[config.mk]
export PLATFORM = sky130hd
export DESIGN_NAME = bitmap_row_span_extractor
export DESIGN_NICKNAME = d
export VERILOG_FILES = /design/src/rtl/brse_pkg.sv /design/src/rtl/brse_fifo.sv /design/src/rtl/brse_front.sv /design/src/rtl/brse_back.sv /design/src/rtl/bitmap_row_span_extractor.sv
export SDC_FILE = /design/constraint.sdc
export NUM_CORES = 1
export LEC_CHECK = 0
export BUFFER_PORTS_ARGS = -buffer_cell sky130_fd_sc_hd__buf_2
export CORE_MARGIN = 8
export CORE_UTILIZATION = 45
export DETAILED_ROUTE_END_ITERATION = 6
export PLACE_DENSITY = 0.66
export SLEW_MARGIN = 15
export SYNTH_ARGS = -nofsm -noshare
export SYNTH_HDL_FRONTEND = slang
export SYNTH_HIERARCHICAL = 1
export SYNTH_SLANG_ARGS = --single-unit
[constraint.sdc]
create_clock -name clk -period 5.5 [get_ports clk]
set_input_delay 0.275 -clock clk [delete_from_list [all_inputs] [get_ports clk]]
set_output_delay 0.275 -clock clk [all_outputs]
set_load 0.05 [all_outputs]
[src/rtl/brse_pkg.sv]
// ----------------------------------------------------------------------------
// brse_pkg
// Types and constants shared by the bitmap row span extractor.
// ----------------------------------------------------------------------------
package brse_pkg;

  localparam int unsigned MAX_WIDTH_DEF = 4096;
  localparam int unsigned ROW_LIMIT     = 4096;
  localparam int unsigned CFG_W         = 13;
  localparam int unsigned IDX_W         = 2;
  localparam int unsigned MID_DEPTH     = 4;
  localparam int unsigned OUT_DEPTH     = 4;

  localparam logic [IDX_W-1:0] REG_ROW_WIDTH = 2'd0;
  localparam logic [IDX_W-1:0] REG_ROW_COUNT = 2'd1;
  localparam logic [IDX_W-1:0] REG_LSB_FIRST = 2'd2;

  localparam logic [CFG_W-1:0] ROW_WIDTH_RST = 13'd4096;
  localparam logic [CFG_W-1:0] ROW_COUNT_RST = 13'd4096;

  typedef struct packed {
    logic [CFG_W-1:0] row_width;
    logic [CFG_W-1:0] row_count;
    logic             lsb_first;
  } cfg_t;

  // One classified byte: run starts and run ends by pixel offset.
  // ends[8] closes an open run at the end of the row, last offset nv - 1.
  typedef struct packed {
    logic [11:0] row;
    logic [11:0] col;
    logic [11:0] rstart;
    logic [7:0]  starts;
    logic [8:0]  ends;
    logic [3:0]  nv;
  } rec_t;

  typedef struct packed {
    logic [11:0] row;
    logic [11:0] first;
    logic [11:0] last;
    logic        last_of_byte;
  } span_t;

endpackage

[src/rtl/brse_fifo.sv]
// ----------------------------------------------------------------------------
// brse_fifo
// Small synchronous queue, register file storage, show-ahead read.
// ----------------------------------------------------------------------------
module brse_fifo #(
  parameter int unsigned WIDTH = 8,
  parameter int unsigned DEPTH = 4
) (
  input  logic             clk,
  input  logic             rst,
  input  logic             wr_en,
  input  logic [WIDTH-1:0] wr_data,
  input  logic             rd_en,
  output logic [WIDTH-1:0] rd_data,
  output logic             full,
  output logic             empty
);

  localparam int unsigned AW = $clog2(DEPTH);

  logic [WIDTH-1:0] mem [DEPTH];
  logic [AW-1:0]    wr_ptr;
  logic [AW-1:0]    rd_ptr;
  logic [AW:0]      count;
  logic             do_wr;
  logic             do_rd;

  assign full    = count == (AW+1)'(DEPTH);
  assign empty   = count == '0;
  assign do_wr   = wr_en && !full;
  assign do_rd   = rd_en && !empty;
  assign rd_data = mem[rd_ptr];

  always_ff @(posedge clk) begin
    if (do_wr) begin
      mem[wr_ptr] <= wr_data;
    end
  end

  always_ff @(posedge clk) begin
    if (rst) begin
      wr_ptr <= '0;
      rd_ptr <= '0;
      count  <= '0;
    end else begin
      if (do_wr) begin
        wr_ptr <= wr_ptr + AW'(1);
      end
      if (do_rd) begin
        rd_ptr <= rd_ptr + AW'(1);
      end
      if (do_wr && !do_rd) begin
        count <= count + (AW+1)'(1);
      end else if (do_rd && !do_wr) begin
        count <= count - (AW+1)'(1);
      end
    end
  end

endmodule

[src/rtl/brse_front.sv]
// ----------------------------------------------------------------------------
// brse_front
// Position tracking and byte classification into run starts and run ends.
// ----------------------------------------------------------------------------
module brse_front #(
  parameter int unsigned MAX_WIDTH = brse_pkg::MAX_WIDTH_DEF
) (
  input  logic            clk,
  input  logic            rst,
  input  brse_pkg::cfg_t  cfg,
  input  logic            byte_valid,
  input  logic [7:0]      byte_in,
  output logic            rec_push,
  output brse_pkg::rec_t  rec
);

  localparam int unsigned CW = $clog2(MAX_WIDTH + 1);
  localparam int unsigned VW = (CW > brse_pkg::CFG_W) ? CW : brse_pkg::CFG_W;

  logic [CW-1:0] column;
  logic [11:0]   row;
  logic          in_run;
  logic [11:0]   run_start;

  logic [CW-1:0] column_next;
  logic [11:0]   row_next;
  logic          in_run_next;
  logic [11:0]   run_start_next;

  logic [VW-1:0] width_eff;
  logic [VW-1:0] col_ext;
  logic [VW-1:0] rem;
  logic          past_end;
  logic          row_end;
  logic [3:0]    nv;
  logic [7:0]    valid;
  logic [7:0]    pm;
  logic [7:0]    starts;
  logic [8:0]    ends;
  logic          run_after;
  logic          prev_b;
  logic          has_start;
  logic [2:0]    ls_idx;
  logic [12:0]   rows_eff;
  logic [12:0]   row_plus;

  always_comb begin
    width_eff = VW'(cfg.row_width);
    if (width_eff == '0) begin
      width_eff = VW'(1);
    end else if (width_eff > VW'(MAX_WIDTH)) begin
      width_eff = VW'(MAX_WIDTH);
    end
    col_ext  = VW'(column);
    past_end = col_ext >= width_eff;
    rem      = width_eff - col_ext;
    if (past_end) begin
      nv = 4'd0;
    end else if (rem >= VW'(8)) begin
      nv = 4'd8;
    end else begin
      nv = rem[3:0];
    end
    row_end = past_end || (rem <= VW'(8));
  end

  always_comb begin
    run_after = in_run;
    has_start = 1'b0;
    ls_idx    = 3'd0;
    prev_b    = in_run;
    for (int b = 0; b < 8; b++) begin
      valid[b]  = 4'(b) < nv;
      pm[b]     = valid[b] && (cfg.lsb_first ? byte_in[b] : byte_in[7-b]);
      prev_b    = (b == 0) ? in_run : pm[(b == 0) ? 0 : b-1];
      starts[b] = pm[b] && !prev_b;
      ends[b]   = valid[b] && !pm[b] && prev_b;
      if (valid[b]) begin
        run_after = pm[b];
      end
      if (starts[b]) begin
        has_start = 1'b1;
        ls_idx    = 3'(b);
      end
    end
    ends[8] = row_end && run_after;
  end

  always_comb begin
    rec.row    = row;
    rec.col    = 12'(column);
    rec.rstart = run_start;
    rec.starts = starts;
    rec.ends   = ends;
    rec.nv     = nv;
    rec_push   = byte_valid && (ends != '0);
  end

  always_comb begin
    rows_eff = cfg.row_count;
    if (rows_eff == '0) begin
      rows_eff = 13'd1;
    end else if (rows_eff > 13'(brse_pkg::ROW_LIMIT)) begin
      rows_eff = 13'(brse_pkg::ROW_LIMIT);
    end
    row_plus       = {1'b0, row} + 13'd1;
    run_start_next = has_start ? 12'(column) + 12'(ls_idx) : run_start;
    if (row_end) begin
      column_next = '0;
      in_run_next = 1'b0;
      row_next    = (row_plus >= rows_eff) ? 12'd0 : row_plus[11:0];
    end else begin
      column_next = column + CW'(nv);
      in_run_next = run_after;
      row_next    = row;
    end
  end

  always_ff @(posedge clk) begin
    if (rst) begin
      column    <= '0;
      row       <= '0;
      in_run    <= 1'b0;
      run_start <= '0;
    end else if (byte_valid) begin
      column    <= column_next;
      row       <= row_next;
      in_run    <= in_run_next;
      run_start <= run_start_next;
    end
  end

endmodule

[src/rtl/brse_back.sv]
// ----------------------------------------------------------------------------
// brse_back
// Walks the run ends of one classified byte, one span per cycle while the span queue has room.
// ----------------------------------------------------------------------------
module brse_back (
  input  logic            clk,
  input  logic            rst,
  input  logic            rec_valid,
  input  brse_pkg::rec_t  rec,
  output logic            rec_pop,
  input  logic            out_full,
  output logic            span_push,
  output brse_pkg::span_t span
);

  logic [3:0]  lo;
  logic [3:0]  lo_next;
  logic [8:0]  ends_eff;
  logic [3:0]  j;
  logic        more;
  logic        any_s;
  logic [2:0]  sidx;
  logic [3:0]  off;
  logic        fire;

  always_comb begin
    j    = 4'd0;
    more = 1'b0;
    for (int b = 8; b >= 0; b--) begin
      ends_eff[b] = rec.ends[b] && (4'(b) >= lo);
      if (ends_eff[b]) begin
        j = 4'(b);
      end
    end
    for (int b = 0; b < 9; b++) begin
      if (ends_eff[b] && (4'(b) != j)) begin
        more = 1'b1;
      end
    end
    any_s = 1'b0;
    sidx  = 3'd0;
    for (int b = 7; b >= 0; b--) begin
      if (rec.starts[b] && (4'(b) >= lo) && (4'(b) < j)) begin
        any_s = 1'b1;
        sidx  = 3'(b);
      end
    end
  end

  always_comb begin
    off                = (j == 4'd8) ? rec.nv : j;
    span.row           = rec.row;
    span.first         = any_s ? rec.col + 12'(sidx) : rec.rstart;
    span.last          = rec.col + 12'(off) - 12'd1;
    span.last_of_byte  = !more;
    fire               = rec_valid && !out_full;
    span_push          = fire;
    rec_pop            = fire && !more;
    lo_next            = more ? j + 4'd1 : 4'd0;
  end

  always_ff @(posedge clk) begin
    if (rst) begin
      lo <= '0;
    end else if (fire) begin
      lo <= lo_next;
    end
  end

endmodule

[src/rtl/bitmap_row_span_extractor.sv]
// ----------------------------------------------------------------------------
// bitmap_row_span_extractor
// Turns a packed 1-bit bitmap into spans of set pixels, row by row.
// ----------------------------------------------------------------------------
// Input: one pixel_byte per request, accepted when push is high and full low.
// Rows are packed into ceil(row_width / 8) bytes; pixels past the width are
// dropped. Each horizontal run gives one span (row, first, last column).
// Output: while empty is low the oldest span is on the span ports; pop takes
// it. last_of_byte marks the final span caused by one input byte.
// Configuration: cfg_valid/cfg_ready with cfg_index and cfg_data; ready is
// always high. Write only while the block holds no pending work.
// With the span queue free, the first span of a byte passes through the byte
// queue and then the span queue before it is on the output.
// Throughput: one byte per cycle when each byte yields at most one span and
// the span queue has room; the span walker emits one span per cycle, so a byte
// with several spans holds it longer, absorbed by the four-entry byte queue.
// Reset: position, row and both queues are cleared, registers go to their
// defaults (width 4096, rows 4096, MSB-first).
// A stalled receiver fills the span queue, then the byte queue, then full.
// ----------------------------------------------------------------------------
module bitmap_row_span_extractor #(
  parameter int unsigned MAX_WIDTH = brse_pkg::MAX_WIDTH_DEF
) (
  input  logic                       clk,
  input  logic                       rst,
  input  logic                       push,
  output logic                       full,
  input  logic [7:0]                 pixel_byte,
  output logic                       empty,
  input  logic                       pop,
  output logic [11:0]                span_row,
  output logic [11:0]                span_first,
  output logic [11:0]                span_last,
  output logic                       last_of_byte,
  input  logic                       cfg_valid,
  output logic                       cfg_ready,
  input  logic [brse_pkg::IDX_W-1:0] cfg_index,
  input  logic [brse_pkg::CFG_W-1:0] cfg_data
);

  localparam int unsigned REC_W  = $bits(brse_pkg::rec_t);
  localparam int unsigned SPAN_W = $bits(brse_pkg::span_t);

  brse_pkg::cfg_t  cfg;
  brse_pkg::rec_t  rec_in;
  brse_pkg::rec_t  rec_head;
  brse_pkg::span_t span_in;
  brse_pkg::span_t span_head;
  logic [REC_W-1:0]  rec_head_bits;
  logic [SPAN_W-1:0] span_head_bits;
  logic              byte_valid;
  logic              rec_push;
  logic              rec_pop;
  logic              mid_empty;
  logic              span_push;
  logic              out_full;

  assign cfg_ready  = 1'b1;
  assign byte_valid = push && !full;

  always_ff @(posedge clk) begin
    if (rst) begin
      cfg.row_width <= brse_pkg::ROW_WIDTH_RST;
      cfg.row_count <= brse_pkg::ROW_COUNT_RST;
      cfg.lsb_first <= 1'b0;
    end else if (cfg_valid && cfg_ready) begin
      unique case (cfg_index)
        brse_pkg::REG_ROW_WIDTH: cfg.row_width <= cfg_data;
        brse_pkg::REG_ROW_COUNT: cfg.row_count <= cfg_data;
        brse_pkg::REG_LSB_FIRST: cfg.lsb_first <= cfg_data[0];
        default: begin
        end
      endcase
    end
  end

  brse_front #(
    .MAX_WIDTH (MAX_WIDTH)
  ) u_front (
    .clk        (clk),
    .rst        (rst),
    .cfg        (cfg),
    .byte_valid (byte_valid),
    .byte_in    (pixel_byte),
    .rec_push   (rec_push),
    .rec        (rec_in)
  );

  brse_fifo #(
    .WIDTH (REC_W),
    .DEPTH (brse_pkg::MID_DEPTH)
  ) u_mid_q (
    .clk     (clk),
    .rst     (rst),
    .wr_en   (rec_push),
    .wr_data (rec_in),
    .rd_en   (rec_pop),
    .rd_data (rec_head_bits),
    .full    (full),
    .empty   (mid_empty)
  );

  assign rec_head = brse_pkg::rec_t'(rec_head_bits);

  brse_back u_back (
    .clk       (clk),
    .rst       (rst),
    .rec_valid (!mid_empty),
    .rec       (rec_head),
    .rec_pop   (rec_pop),
    .out_full  (out_full),
    .span_push (span_push),
    .span      (span_in)
  );

  brse_fifo #(
    .WIDTH (SPAN_W),
    .DEPTH (brse_pkg::OUT_DEPTH)
  ) u_out_q (
    .clk     (clk),
    .rst     (rst),
    .wr_en   (span_push),
    .wr_data (span_in),
    .rd_en   (pop),
    .rd_data (span_head_bits),
    .full    (out_full),
    .empty   (empty)
  );

  assign span_head    = brse_pkg::span_t'(span_head_bits);
  assign span_row     = span_head.row;
  assign span_first   = span_head.first;
  assign span_last    = span_head.last;
  assign last_of_byte = span_head.last_of_byte;

endmodule

; Yosys cells after proc, flatten, opt, wreduce, memory -nomap -nowiden
; Memories as Yosys holds them, arrays and structs flattened. A register that Yosys moved wholly into a read port is not among the register bits.
; Cells that the tools add are included.
[op_classes]
addsub = 16
n_mul = 0
div_mod_pow = 0
order_cmp = 31
eq_ne = 13
n_shift = 0
muxes = 89
bitwise_logic = 0
n_reduce_logical = 112
[ops]
columns = cell, n
row1 = logical AND 1 bit, 79
row2 = two-way mux 13 bit, 5
row3 = two-way mux 4 bit, 13
row4 = two-way mux 3 bit, 16
row5 = two-way mux 1 bit, 47
row6 = "< comparator 3 x 4 -> 1 bit, first input constant", 8
row7 = greater-or-equal comparator 13 bit, 2
row8 = "> comparator 13 bit, second input constant", 2
row9 = zero test 13 bit, 2
row10 = adder 12 x 3 -> 12 bit, 2
row11 = two-way mux 12 bit, 2
row12 = zero test 1 bit, 18
row13 = "greater-or-equal comparator 3 x 4 -> 1 bit, first input constant", 4
row14 = "< comparator 1 x 4 -> 1 bit, first input constant", 4
row15 = "< comparator 2 x 4 -> 1 bit, first input constant", 4
row16 = "!= test 3 x 4 -> 1 bit, first input constant", 4
row17 = "adder 12 x 1 -> 13 bit, second input constant", 1
row18 = adder 13 x 4 -> 13 bit, 1
row19 = "greater-or-equal comparator 13 x 4 -> 1 bit, second input constant", 1
row20 = "<= comparator 13 x 4 -> 1 bit, second input constant", 1
row21 = subtractor 13 bit, 1
row22 = adder 12 x 4 -> 12 bit, 1
row23 = two-way mux 2 bit, 6
row24 = "subtractor 12 x 1 -> 12 bit, second input constant", 1
row25 = other kinds (21), 36
[totals]
reg_bits = 83
latch_bits = 0
mem_bits_rw = 376
rom_bits = 0
output_inout_bits = 40
word_cells = 277
mem_count = 2
[mem_list]
columns = memory, words, word_bits, rd, rd_clocked_by_memory_dff, wr, line
row1 = u_mid_q.mem, 4, 57, 1, 1, 1, brse_fifo.sv:21  ; logic [WIDTH-1:0] mem [DEPTH];
row2 = u_out_q.mem, 4, 37, 1, 1, 1, brse_fifo.sv:21

; Longest topological paths before layout
; Gate-level depths: netlist of run 1.
[logic_depth]
word_depth = 28
ltp_mapped = 26

; By module
; The synthesis of run 1 kept the hierarchy.
[modules_own_cells]
columns = mod, instances, cells_each, area_each_um2, seq_area_each_um2
row1 = brse_fifo (u_mid_q), 1, 345, 8680.8, 7026.7
row2 = brse_fifo (u_out_q), 1, 241, 5844.4, 4624.4
row3 = brse_front, 1, 556, 4324.1, 760.7
row4 = brse_back, 1, 272, 2010.7, 80.1
row5 = bitmap_row_span_extractor, 1, 109, 1147.4, 540.5

; Least setup slack after synthesis of run 1
; OpenSTA, ideal clock, no wires.
[synth_path]
kind = register to register
from = reg, netlist name cfg[18]
to = mem u_mid_q/mem[0][0] in the netlist's numbering, enable pin
setup_time_ns = 0.421
arrival_ns = 5.544
required_time_ns = 5.079
path_slack_ns = -0.464
stages_incl_launch_ff = 19
n_path_buf = 1
period_less_slack_ns = 5.964
cell_sequence = dfxtp_1 -> nor4_1 -> a31oi_1 -> or2_2 -> ha_1 -> fa_1 -> nor2b_4 -> o31ai_4 -> a31oi_1 -> o211ai_2 -> nor4b_1 -> and4b_1 -> dlygate4sd1_1 -> mux2_2 -> o31ai_1 -> o41a_1 -> inv_1 -> nor2_1 -> and2_1
[synth_lines]
columns = element, line
row1 = end: declaration, brse_fifo.sv:21

==> impl_results.md, run 1 <==
- Final setup TNS: 0 ns
- Ys Warns: 6
- Peak supply drop: 321.1 µV
- Ports: 68
- Layout cells sized above 1: 22.34%
- Iteration-0 DRC Markers: 972
- Post-synthesis sequential area ratio: 59.22%
- Routed WL: 45010 µm
- Post-synth EDFFs: 376
- WS Path Type: reg2reg
- Ys async rst share: 0%
- Die area: 56240 µm²
- Vias per cell: 5.535
- Critical Path Start Type: flip-flop
- DRC viols: 0
- Slew headroom: 31.66%
- Gpl congestion: 0.8612
- Post-synthesis cell type count: 107
- Vias: 12640
- Port bufs: 66
- Min cycle time layout: 5.415 ns
- Filler Cell Count: 4047
- Endpoint class of the critical path: flip-flop
- Commonest non-fill, non-tap cell in the layout: edfxtp_1
- Achievable Freq: 184.7 MHz
- Post-Synthesis Net Count: 1627
- Dpl hpwl: 31360 µm
- First-pass GRT wire length: 70970 µm
- Primary FF master, synth: edfxtp_1
- Status: finished clean
- Htree depth: 2
- Pin count of the biggest net entering global routing: 73
- # clock sinks: 463
- Core area: 48650 µm²
- Placed Area: 23060 µm²
- Post-route design area: 24630 µm²
- Clk_skew: 0.02301 ns
- Die Ht: 237.1 µm
- Antenna violations before repair: 0
- Worst-Margin Slew: 1.025 ns
- Tcrit/Tclk final: 98.45%
- Total Nets Final: 1730
- Initial core utilization: 45.24%
- Commonest cells after routing, fill and taps aside: edfxtp_1 (376), nor2_1 (94), mux4_2 (92)
- PD cells: 507.4 nW/µm²
- Final worst slack: 0.08506 ns
- CTS clk-pin slew, worst paths: 0.06 ns
- Crit path DAT: 5.91 ns
- Hold WC Path Type: in2reg
- Die X: 237.1 µm
- CTS tree: done
- Worst-Skew Late Latency: 0.58 ns
- Placement Rows: 81
- Cells after synthesis: 1523
- Drt pass-1 iters: 5
- Final-report hold violation count: 0
- ANT cells: 0
- Area growth, synth to finish: 11.90%
- Vias in the first global route: 12890
- Synth Area per Inst: 14.45 µm²
- Hold_ws: 0.02571 ns
- Post-CTS setup buffers: 0
- Clock tree buffer depth: 3
- WL per Instance: 19.71 µm
- Number of synthesized register bits: 463
- RSZ-0062 raised after global routing: true
- Post-route antenna net violation count: 0
- MaxCap Viol Count: 0
- GRT Util Overall: 15.72%
- Inserted Clock Buffers: 46
- Setup WS pre-CTS: -0.007247 ns
- Max-slew violation count: 0
- Final setup fails: 0
- Pleak: 8.728 nW
- Mapped Area: 22010 µm²
- Final Power: 0.01250 W
- Worst path required time: 5.99 ns
- GRT Residual Overflow: 0
- Root buf cell: clkbuf_16
- CP max FO: 5
[report_power, final]
part / leakage, nW / internal (W) / switching [W]
Sequential: 4.18 / 0.00485 / 0.000188
Combinational: 3.86 / 0.00163 / 0.00286
Clock: 0.688 / 0.00171 / 0.00126
[synthesized netlist by cell type, drive strengths merged (27+ instances only)]
cell	count	area share [%]
nand3	30	0.70
inv	70	1.2
edfxtp	376	51
a21oi	48	1.1
o21ai	45	1.0
nor2	95	1.7
xnor2	42	1.7
dfxtp	87	7.9
nor2b	29	0.87
nand2	64	1.1
mux2i	52	2.4
ha	69	3.9
buf	55	2.1
nor3	27	0.66
mux4	94	9.7
nand2b	48	1.4
[worst max-delay path, cell delays in order, from the launching register on]
cell,delay [ns]
dfxtp_1,0.33
nor4_2,0.30
a31oi_1,0.12
or2_2,0.30
ha_1,0.22
fa_2,0.37
nor2b_4,0.15
o31ai_4,0.09
a21o_2,0.21
a221oi_1,0.25
nor4b_2,0.26
and4b_2,0.32
mux2_2,0.37
o31ai_1,0.32
o41a_1,0.24
inv_2,0.05
nor2_1,0.16
ha_2,0.22
inv_1,0.06
fa_1,0.38
xor2_1,0.17
or3_1,0.32
a21oi_1,0.15
[cells by family (layout without fill, tap and decap cells)]
family          Yosys count  after routing  synth area share [%]
compound gates          220            220                 7.277
fa+ha+maj                76             76                 4.560
xor+xnor                 60             60                 2.388
other cells               1              1               0.01704
mux                     162            162                 12.99
buf+inv                 149            287                 3.968
simple gates            392            392                 9.580
flops                   463            463                 59.22
[path summary, 6_finish.rpt]
path / start / to / slack [ns] / cells after the start
min: cfg_data[11] / cfg[12] / 0.03 / 3
max: cfg[25] / u_mid_q/count[2] / 0.09 / 22
max reg2reg: cfg[25] / u_mid_q/count[2] / 0.09 / 22
min reg2reg: cfg[24] / cfg[24] / 0.49 / 2
[metrics by stage]
step / util, % / std cells
finish: 50.62 / 2283
detailed placement: 47.40 / 2197
global placement: 47.40 / 2197
floorplan: - / 1523
global route: 50.62 / 2283
CTS: 50.45 / 2283
[state kept, by name, summed over array words and instances, names as in the netlist, named ones only]
signal	count
u_mid_q/mem	228
cfg	27
u_out_q/mem	148
u_mid_q/rd_ptr	2
u_mid_q/count	3
u_front/col_ext	13
u_out_q/rd_ptr	2
u_front/run_start	12
u_back/lo	4
u_front/row	12
u_mid_q/wr_ptr	2
u_out_q/count	3
u_out_q/wr_ptr	2
u_front/in_run	1
[layer usage]
metal,global-route usage (%),wire length [µm],up-vias
met4,4.699,1136,0
met1,21.06,20260,6267
met5,0,0,-
met3,2.710,2078,71
met2,26.13,21540,297
li1,-,-,6002
[repair_timing]
item,in CTS,in global routing
setup endpoints to repair,1,200
pin swaps,0,3
hold endpoints to repair,4,0
hold buffers,3,0
resized for setup,2,23
[layout make-up]
| class | instances | area [µm²] | share of cell area [%] |
|---|---|---|---|
| Clock buffer | 63 | 1225 | 4.974 |
| Clock inverter | 20 | 219.0 | 0.8891 |
| Inverter | 70 | 262.8 | 1.067 |
| Multi-Input combinational cell | 911 | 8204 | 33.31 |
| Sequential cell | 463 | 13040 | 52.95 |
| Tap cell | 622 | 778.2 | 3.160 |
| Timing Repair Buffer | 134 | 898.4 | 3.648 |
Power figures use the tool's default switching activity.
==> run 2, diff against run 1 <==
HOLD_SLACK_MARGIN = 0.08   (was default)
RECOVER_POWER = 50   (was default)
==> impl_results.md, run 2 (synthesis gave the netlist of run 1 again) <==
- Status: finished with violations
- Failing checks: capacitance limit, slew limit
- Met2 routed WL: 21520 µm (about the same)
- Total Nets Final: 1744 (+0.81%)
- GRT Residual Overflow: 0 (unchanged)
- Final setup fails: 0 (unchanged)
- CP max FO: 5 (unchanged)
- Root buf cell: clkbuf_16
- Final-report hold violation count: 0 (unchanged)
- Slew headroom: -108.5% (-140 points)
- CTS tree: done
- MaxCap Viol Count: 5 (+5)
- Top sig layer: met4
- DRC viols: 0 (unchanged)
- GRT Util Overall: 15.73% (about the same)
- Worst-Margin Slew: 3.127 ns (+2.102 ns)
- Layout cells sized above 1: 19.28% (-3.1 points)
- M1 WL: 20430 µm (+0.85%)
- Initial core utilization: 45.24% (unchanged)
- Pleak: 8.652 nW (-0.87%)
- Ports: 68 (unchanged)
- Drt pass-1 iters: 5 (unchanged)
- Vias in the first global route: 12950 (+0.43%)
- Routed WL: 44990 µm (about the same)
- Achievable Freq: 185.2 MHz (+0.29%)
- Port bufs: 66 (unchanged)
- Endpoint class of the critical path: flip-flop
- Clk_skew: 0.02408 ns (+0.001068 ns)
- Pin count of the biggest net entering global routing: 73 (unchanged)
- Peak supply drop: 294.8 µV (-8.2%)
- Largest regs: u_mid_q/mem: 228 flops, u_out_q/mem: 148 flops, cfg: 27 flops
- First-pass GRT wire length: 71060 µm (+0.13%)
- RSZ-0062 raised after global routing: true
- Vias per cell: 5.492 (-0.78%)
- Critical Path Start Type: flip-flop
- Inserted Clock Buffers: 46 (unchanged)
- # clock sinks: 463 (unchanged)
- Post-route antenna net violation count: 0 (unchanged)
- ANT cells: 0 (unchanged)
- Worst-Skew Late Latency: 0.58 ns (about the same)
- Die Ht: 237.1 µm (unchanged)
- Slowest CP cell: fa_1
- Antenna violations before repair: 0 (unchanged)
- Post-CTS setup buffers: 0 (unchanged)
- WS Path Type: reg2reg
- Hold WC Path Type: in2reg
- Post-route insts no fill: 2297 (+0.61%)
- Min cycle time layout: 5.399 ns (-0.01549 ns)
- CTS clk-pin slew, worst paths: 0.06 ns (about the same)
- Crit path cell chain: nor4_2 -> a31oi_1 -> or2_2 -> ha_1 -> fa_2 -> nor2b_4 -> o31ai_4 -> a21o_2 -> a221oi_1 -> nor4b_2 -> and4b_2 -> mux2_2 -> o31ai_1 -> o41a_1 -> inv_2 -> nor2_1 -> ha_2 -> inv_1 -> fa_1 -> xor2_1 -> or3_1 -> a21oi_1
- Commonest cells after routing, fill and taps aside: edfxtp_1 (376), nor2_1 (94), mux4_2 (92)
- Max-slew violation count: 190 (+190)
- Dpl hpwl: 31360 µm (unchanged)
- Gpl congestion: 0.8612 (unchanged)
- Vias: 12620 (-0.17%)
- Area growth, synth to finish: 12.18%
- Top reg by flops: u_mid_q/mem
- Post-Place Cells: 2197 (unchanged)
- Final Power: 0.01248 W (-0.14%)
- Htree depth: 2 (unchanged)
- Final setup TNS: 0 ns (unchanged)
- Placement Rows: 81 (unchanged)
- Worst path required time: 5.99 ns (about the same)
- Commonest non-fill, non-tap cell in the layout: edfxtp_1
- WL per Instance: 19.59 µm (-0.64%)
- Die area: 56240 µm² (unchanged)
- Critical Path Max Stage Delay: 0.38 ns (about the same)
- Max reg flops: 228 (unchanged)
- Met3 Wirelength: 1892 µm (-9.0%)
- Iteration-0 DRC Markers: 1007 (+3.6%)
- Clock tree buffer depth: 3 (unchanged)
- Die X: 237.1 µm (unchanged)
- Crit path DAT: 5.89 ns (-0.02 ns)
- Hold_ws: 0.1010 ns (+0.07530 ns)
- PD cells: 505.5 nW/µm² (-0.39%)
- Tcrit/Tclk final: 98.17% (-0.28 points)
- Core area: 48650 µm² (unchanged)
run 2: cell types whose count changed in the layout (fill, tap and decap cells not counted), sizes merged:
cell and change:
buf -43, clkbuf +43, dlygate4sd3 +14
run 2: layer usage:
metal  GRT usage, %  vias to the layer above
met4          4.699                        0
met5              0                        -
met3          2.571                       73
met2          26.16                      294
li1               -                     6025
met1          21.15                     6223
run 2: through the flow:
stage / setup slack (ns) / instance area, µm² / util (%)
2_1_floorplan: 0.1073 / 22010 / -
3_3_place_gp: 0.08730 / 23060 / 47.40
3_5_place_dp: -0.007247 / 23060 / 47.40
4_1_cts: 0.003867 / 24680 / 50.74
5_1_grt: -0.07306 / 24690 / 50.75
6_report: 0.1006 / 24690 / 50.75
run 2: repair_timing:
action / in CTS / in global routing
endpoints found under the setup margin: 1 / 200
hold endpoints to repair: 28 / 0
resized for setup: 2 / 23
gates cloned: 0 / 0
hold buffers: 17 / 0
pin swaps: 0 / 3
run 2: cell type report:
cell class / count / area [µm²]
clock buffers: 63 / 1225
clock inverters: 20 / 219.0
fillers: 4062 / 23960
inverters: 70 / 262.8
multi-input cells: 911 / 8194
flip-flops and latches: 463 / 13040
well taps: 622 / 778.2
repair buffers: 148 / 969.7
run 2: final timing paths:
check	start	to	slack (ns)	depth (start not counted)
max	cfg[25]	u_mid_q/count[2]	0.10	22
min	rst	u_out_q/count[1]	0.10	2
max reg2reg	cfg[25]	u_mid_q/count[2]	0.10	22
min reg2reg	cfg[24]	cfg[24]	0.49	2
run 2: critical path, delay by kind of cell, from the launching register on:
kind / cells / cell delay (ns)
xor gates and xnor gates: 1 / 0.17
buffers and inverters: 2 / 0.11
AOI/OAI and AO/OA: 7 / 1.37
and+or+nand+nor: 7 / 1.81
DFF: 1 / 0.33
adders and majority gates: 4 / 1.19
muxes: 1 / 0.37
run 2: report_power, final:
part	internal (W)	total [W]	switching, W
combinational	0.00158	0.00445	0.00287
sequential	0.00487	0.00506	0.000186
clock	0.00171	0.00297	0.00126
